**config.mk**
```make
export PLATFORM = sky130hd
export DESIGN_NAME = hvt_sqrt
export DESIGN_NICKNAME = d
export VERILOG_FILES = /design/src/rtl/hvt_pkg.sv /design/src/rtl/hvt_sqrt.sv
export SDC_FILE = /design/constraint.sdc
export NUM_CORES = 2
export LEC_CHECK = 0
export BUFFER_PORTS_ARGS = -buffer_cell sky130_fd_sc_hd__clkbuf_2
export CAP_MARGIN = 10
export CORE_UTILIZATION = 50
export CTS_BUF_LIST = sky130_fd_sc_hd__clkbuf_4 sky130_fd_sc_hd__clkbuf_8
export DETAILED_ROUTE_END_ITERATION = 12
export PLACE_DENSITY_LB_ADDON = 0.25
export SYNTH_ARGS = -nofsm -noshare
export SYNTH_HDL_FRONTEND = slang
export SYNTH_SLANG_ARGS = --single-unit
```
**constraint.sdc**
```tcl
create_clock -name clk -period 6.2 [get_ports clk]
set_input_delay 1.24 -clock clk [delete_from_list [all_inputs] [get_ports clk]]
set_output_delay 1.24 -clock clk [all_outputs]
set_load 0.01 [all_outputs]
```
**src/rtl/hvt_pkg.sv**
```systemverilog
// Shared constants and types for the homogeneous vertex transform.
// No dependencies.
package hvt_pkg;

  localparam int COORD_WIDTH_DEF = 32;
  localparam int FRAC_BITS_DEF   = 16;
  localparam int ELEM_W          = 32;   // matrix element, signed
  localparam int REG_W           = 64;   // one config register, two elements
  localparam int CFG_IDX_W       = 3;
  localparam int ROOT_W          = 32;   // floor(sqrt) of a 64-bit radicand
  localparam int MAG_W           = 32;   // normalised magnitude, <= 2^31

  localparam logic [CFG_IDX_W-1:0] REG_ROW0_A = 3'd0;
  localparam logic [CFG_IDX_W-1:0] REG_ROW0_B = 3'd1;
  localparam logic [CFG_IDX_W-1:0] REG_ROW1_A = 3'd2;
  localparam logic [CFG_IDX_W-1:0] REG_ROW1_B = 3'd3;
  localparam logic [CFG_IDX_W-1:0] REG_ROW2_A = 3'd4;
  localparam logic [CFG_IDX_W-1:0] REG_ROW2_B = 3'd5;

  // identity matrix
  localparam logic [REG_W-1:0] RST_ROW0_A = 64'h0001_0000_0000_0000;
  localparam logic [REG_W-1:0] RST_ROW0_B = 64'h0;
  localparam logic [REG_W-1:0] RST_ROW1_A = 64'h0000_0000_0001_0000;
  localparam logic [REG_W-1:0] RST_ROW1_B = 64'h0;
  localparam logic [REG_W-1:0] RST_ROW2_A = 64'h0;
  localparam logic [REG_W-1:0] RST_ROW2_B = 64'h0001_0000_0000_0000;

  // pipeline flow control handed to the sub-pipelines
  typedef struct packed {
    logic en;
    logic valid;
  } hvt_flow_t;

endpackage

```
**src/rtl/hvt_sqrt.sv**
```systemverilog
// Pipelined integer square root, two result bits per stage, with sideband.
// Depends on hvt_pkg.
module hvt_sqrt #(
  parameter int SB = 1
) (
  input  logic                      clk,
  input  logic                      rst,
  input  hvt_pkg::hvt_flow_t        flow,
  input  logic [63:0]               rad,
  input  logic [SB-1:0]             side_in,
  output logic                      valid_out,
  output logic [hvt_pkg::ROOT_W-1:0] root,
  output logic [SB-1:0]             side_out
);
  import hvt_pkg::*;

  localparam int NS = 16;

  logic [NS-1:0]   v_q;
  logic [63:0]     s_q    [NS];
  logic [63:0]     r_q    [NS];
  logic [SB-1:0]   side_q [NS];
  logic [63:0]     s_src  [NS];
  logic [63:0]     r_src  [NS];
  logic [SB-1:0]   side_src [NS];
  logic [63:0]     s_next [NS];
  logic [63:0]     r_next [NS];

  always_comb begin
    logic [63:0] s_t;
    logic [63:0] r_t;
    logic [63:0] b_t;
    s_src[0]    = rad;
    r_src[0]    = '0;
    side_src[0] = side_in;
    for (int k = 1; k < NS; k++) begin
      s_src[k]    = s_q[k-1];
      r_src[k]    = r_q[k-1];
      side_src[k] = side_q[k-1];
    end
    for (int k = 0; k < NS; k++) begin
      s_t = s_src[k];
      r_t = r_src[k];
      for (int t = 0; t < 2; t++) begin
        b_t = 64'd1 << (62 - 2 * (2 * k + t));
        if (s_t >= r_t + b_t) begin
          s_t = s_t - (r_t + b_t);
          r_t = (r_t >> 1) + b_t;
        end else begin
          r_t = r_t >> 1;
        end
      end
      s_next[k] = s_t;
      r_next[k] = r_t;
    end
  end

  always_ff @(posedge clk) begin
    if (rst) begin
      v_q <= '0;
    end else if (flow.en) begin
      v_q <= {v_q[NS-2:0], flow.valid};
    end
  end

  always_ff @(posedge clk) begin
    if (flow.en) begin
      for (int k = 0; k < NS; k++) begin
        s_q[k]    <= s_next[k];
        r_q[k]    <= r_next[k];
        side_q[k] <= side_src[k];
      end
    end
  end

  assign valid_out = v_q[NS-1];
  assign root      = r_q[NS-1][ROOT_W-1:0];
  assign side_out  = side_q[NS-1];

endmodule

```
### Word-level counts from Yosys, hierarchy flattened

Memories as Yosys holds them, arrays and structs flattened.
Index checks and enable logic that the tools add are counted.

| storage, ports and cells | value |
|---|---|
| word-level logic and storage cells | 196 |
| memories kept | 3 |
| bits in latches | 0 |
| ROM bits | 0 |
| output and inout port bits | 34 |
| flip-flop bits (word level) | 16 |
| input port bits | 69 |
| bits in writable memories | 2064 |

| operators by class | value |
|---|---|
| $lt $le $gt $ge | 32 |
| multiplexer cells | 66 |
| add/subtract/negate cells | 94 |
| divide/modulo/power cells | 0 |
| multiply operators | 0 |
| reductions and logical operators | 0 |
| eq/ne operators | 0 |
| shifts and indexed selects | 0 |
| bitwise gates (word level) | 0 |

Memories:

| memory | depth | width | rd ports | clocked after memory_dff | wr ports | RTL line | text |
|---|---|---|---|---|---|---|---|
| r_q | 16 | 64 | 16 | 0 | 16 | hvt_sqrt.sv:21 | `logic [63:0] r_q [NS];` |
| s_q | 16 | 64 | 15 | 0 | 16 | hvt_sqrt.sv:20 | `logic [63:0] s_q [NS];` |
| side_q | 16 | 1 | 16 | 0 | 16 | hvt_sqrt.sv:22 | `logic [SB-1:0] side_q [NS];` |

Operators by type and width:

| operator | number |
|---|---|
| $mux 64 | 63 |
| $ge 64x64->1 | 31 |
| $sub 64x64->64 | 31 |
| $add 63x1->64 const B | 1 |
| $add 63x11->64 const B | 1 |
| $add 63x13->64 const B | 1 |
| $add 63x15->64 const B | 1 |
| $add 63x17->64 const B | 1 |
| $add 63x19->64 const B | 1 |
| $add 63x21->64 const B | 1 |
| $add 63x23->64 const B | 1 |
| $add 63x25->64 const B | 1 |
| $add 63x27->64 const B | 1 |
| $add 63x29->64 const B | 1 |
| $add 63x3->64 const B | 1 |
| $add 63x31->64 const B | 1 |
| $add 63x33->64 const B | 1 |
| $add 63x35->64 const B | 1 |
| $add 63x37->64 const B | 1 |
| $add 63x39->64 const B | 1 |
| $add 63x41->64 const B | 1 |
| $add 63x43->64 const B | 1 |
| $add 63x45->64 const B | 1 |
| $add 63x47->64 const B | 1 |
| 45 further kinds | 46 |

### Depth between registers and ports, before layout

An unclocked memory read counts as a cell.

| depth | value |
|---|---|
| word-level depth | 7 |
| gate-level depth with buffers | 35 |
| mapped depth without buffers | 30 |

### Worst setup path before layout

OpenSTA, ideal clock, no wires.

| timing | value |
|---|---|
| path kind | register to register |
| start | memory r_q[14][17] (netlist: r_q[1][401]) |
| end | memory r_q[15][0] (netlist: r_q[1][448]), data pin |
| cell stages (with the launch flop) | 32 |
| arrival | 6.107 ns |
| path slack | -0.180 ns |
| setup time | 0.273 ns |
| path buffers | 3 |
| cells stage by stage | edfxtp_1 -> inv_1 -> ha_1 -> a21o_1 -> a21o_1 -> a21o_1 -> a21o_1 -> o2111a_1 -> o21ai_0 -> a31oi_1 -> or2_2 -> buf_2 -> inv_1 -> clkbuf_1 -> clkbuf_1 -> nand2_1 -> o21ai_0 -> ha_1 -> a21o_1 -> a21o_1 -> a21o_1 -> a21o_1 -> a21o_1 -> a21o_1 -> a21oi_1 -> o21ai_0 -> a21o_1 -> a221oi_1 -> o221a_2 -> or4b_1 -> a2111oi_0 -> nand3_1 |

RTL lines:

| item | RTL line |
|---|---|
| from (decl) | hvt_sqrt.sv:21 |

==> out/qor.yml <==
drt:
  antenna_left: 0
  wl_microns: 237500
  num_vias: 69642
  first_iter_violations: 5621
  drtPass1Iterations: 6
  viasPerCell: 5.840
  drc: 0
  wire_per_inst_microns: 19.92
clock_network:
  path_clk_slew_ns: 0.07
  cts-buffers-inserted: 207
  cts-root-buf: "clkbuf_8"
  cts_num_sinks: 1264
  cts_tree: "built"
  clk_path_buf_depth: 3
  clock_tree.htree_level_count: 4
  postCtsHoldBufs: 0
  clk_latency_ns: 0.98
floorplanning:
  initial_core_util_pct: 50.52
  rows: 150
  io_pins: 103
  die_w_microns: 413.7
  dieArea_sq_um: 171200
  core_sq_um: 167800
  die_height_microns: 413.7
grt:
  grt_pass1_wl_microns: 368900
  grt-ovfl-total: 0
  first_global_vias: 67421
  grt_usage_pct: 27.19
  antenna_found_initial: 2
  grt_max_degree: 164
worst_setup_path:
  ff2ff_path_depth: 29
  worst_setup_path_end_kind: "flip-flop"
  cp-start-kind: "flip-flop"
  slowest_delay_ns: 0.49
  path_class: "flip-flop to flip-flop"
  crit_required_ns: 6.85
  cp.arrival_ns: 6.67
  r2r_setup_slack_ns: 0.18
  crit_fanout: 4
  cpMostUsedCell: "a21o_1"
  r2r_start: "s_q[1][388]"
  regToRegEndpoint: "r_q[1][448]"
  cp_slowest_cell: "or4b_4"
sta:
  fin_crit_ns: 6.022
  fmax_mhz: 166.1
  period_share_pct: 97.13
  slew_headroom_pct: 29.47
  whs_ns: 0.4166
  finalSetupViolations: 0
  tightest_slew_ns: 1.031
  drv_slew: 0
  finClkSkew_ns: 0.07703
  final-hold-violation-count: 0
  rsz0062_at_grt: "yes"
power_and_ir_drop:
  vdd_drop_max_mv: 0.3392
  p_switching_mw: 16.22
  clkPwrFrac_pct: 18.9
  p_leak_nw: 39.88
  p_seq_share_pct: 31.1
  switching_share_pct: 39.70
  p_per_area_nw_per_um2: 412.4
  internal-power_mw: 24.64
  power_frac_comb_pct: 49.9
synthesis:
  synthesis.area_sq_um: 84770
  seq_area_frac_synth_pct: 44.59
  yosysUniqueCellTypes: 129
  synth.avg_cell_area_sq_um: 9.847
  synth-edff-count: 1248
  synthCells: 8608
  synthArstFlopShare_pct: 0
  ys_seq_elements: 1264
  yosys_most_used_dff: "edfxtp_1"
  syn_nets: 9250
  synth_warnings: 0
place:
  port_buffers: 102
  gp_congestion: 0.9386
  postPlaceCellArea_sq_um: 93640
  dpl.hpwl_microns: 188500
finish:
  final_cell_area_sq_um: 99080
  n_fill_cell: 14478
  drive_gt1_share_pct: 16.96
  area_growth_pct: 16.88
  final_common_cell: "edfxtp_1"
  layout_common_cells: "edfxtp_1, buf_4, nor2_1, nand2_1, a21oi_1"
  nets: 10186
min_path:
  hold_start: "side_q[0][6]"
  whs_path_depth: 0
  min_to: "side_q[0][7]"
  hold_class: "flip-flop to flip-flop"
status:
  status: "complete, no violations"
flow_run:
  cap_violations: 0
## cell type report
class	count	area [sq um]	area share, %
clock inverters	123	1175	1.186
well taps	2204	2758	2.783
multi-input cells	6581	44670	45.09
clock buffers	257	3231	3.261
repair buffers	981	7511	7.581
flip-flops and latches	1264	37800	38.15
inverters	509	1923	1.941
diodes	5	12.51	0.01263
## cell usage after synthesis, drive strengths merged, types with 17 or more instances
master,number,area share (%)
a2111oi,19,0.23
a211o,17,0.18
a211oi,54,0.48
a21boi,28,0.25
a21o,242,2.1
a21oi,710,4.2
a31oi,70,0.52
and2,69,0.51
and3,78,0.58
and4,34,0.36
buf,74,0.48
clkbuf,180,0.81
edfxtp,1248,44
ha,573,8.5
inv,506,2.2
mux2,72,0.96
mux2i,36,0.43
nand2,718,3.2
nand2b,98,0.72
nand3,218,1.3
nand3b,28,0.25
nand4,199,1.5
nand4b,20,0.21
nor2,762,3.4
nor2b,82,0.61
nor3,219,1.3
nor3b,26,0.23
nor4,236,1.9
nor4b,23,0.29
o211ai,39,0.35
o21a,87,0.77
o21ai,405,2.4
o21bai,70,0.62
o31a,33,0.35
o31ai,64,0.57
o41ai,20,0.22
or2,51,0.38
or3,88,0.66
or4,60,0.55
xnor2,486,5.0
xor2,333,3.4
## stage by stage
| step | setup WS (ns) | power [mW] | setup TNS, ns | std cells | utilization, % |
|---|---|---|---|---|---|
| 3_3_place_gp | -0.3230 | 32.42 | -6.808 | 11512 | 55.81 |
| 3_5_place_dp | -0.3341 | 32.63 | -7.982 | 11513 | 55.81 |
| 2_1_floorplan | -0.1094 | 25.98 | -0.1094 | 8608 | - |
| 5_1_grt | -0.1299 | 43.58 | -0.4491 | 11923 | 59.05 |
| 4_1_cts | -0.004985 | 40.61 | -0.004985 | 11896 | 58.53 |
| 6_report | 0.1779 | 40.86 | 0 | 11924 | 59.05 |
## power groups by stage
stage	Clock, mW	Combinational (mW)	Sequential (mW)
final	7.74	20.4	12.7
after global routing	8.29	22.5	12.8
after CTS	7.95	20.0	12.7
after detailed placement	0	19.8	12.9
after global placement	0	19.6	12.8
after floorplan	0	13.6	12.3
## repair_timing
item	in CTS	in global routing
gates resized for setup	32	181
buffers inserted	2	22
setup endpoints to repair	104	318
pin swaps	2	82
gates cloned	1	1
## kinds of logic (layout without fill, tap and decap cells)
group	Yosys count	after routing	synth area share, %
flip-flops	1264	1264	44.59
AO/OA/AOI/OAI	2035	2035	15.24
AND/OR/NAND/NOR	3045	3045	18.29
other	0	5	0
adder cells (fa/ha/maj)	573	573	8.458
XOR/XNOR	819	819	8.462
multiplexers	109	109	1.408
buffers and inverters	763	1870	3.554
## flip-flops by register name, indices dropped and copies added, names as in the netlist
register	count
v_q	16
r_q	272
s_q	960
side_q	16
## worst max-delay path by stage
stage	slack (ns)	startpoint	end	cells past startpoint
final	0.18	s_q[1][388]	r_q[1][448]	29
after global routing	-0.13	s_q[1][388]	r_q[1][448]	29
after CTS	-0.005	r_q[1][395]	r_q[1][448]	29
after detailed placement	-0.33	r_q[1][159]	s_q[1][243]	24
after global placement	-0.32	r_q[1][401]	r_q[1][448]	30
after floorplan	-0.11	r_q[1][401]	r_q[1][448]	31
## worst max-delay path, delay by kind of cell (launching register included)
kind / cells / cell delay (ns)
AO/OA/AOI/OAI: 12 / 2.01
AND/OR/NAND/NOR: 9 / 1.97
buffers and inverters: 6 / 0.73
adder cells (fa/ha/maj): 2 / 0.59
flip-flops: 1 / 0.40
## metal layers
| metal | part of all wire, % | GRT usage (%) |
|---|---|---|
| met4 | 2.7 | 8.063 |
| met2 | 48 | 46.45 |
| met1 | 44 | 36.05 |
| met3 | 4.9 | 3.312 |
| met5 | 0 | 0 |
(Power assumes the default switching activity.)
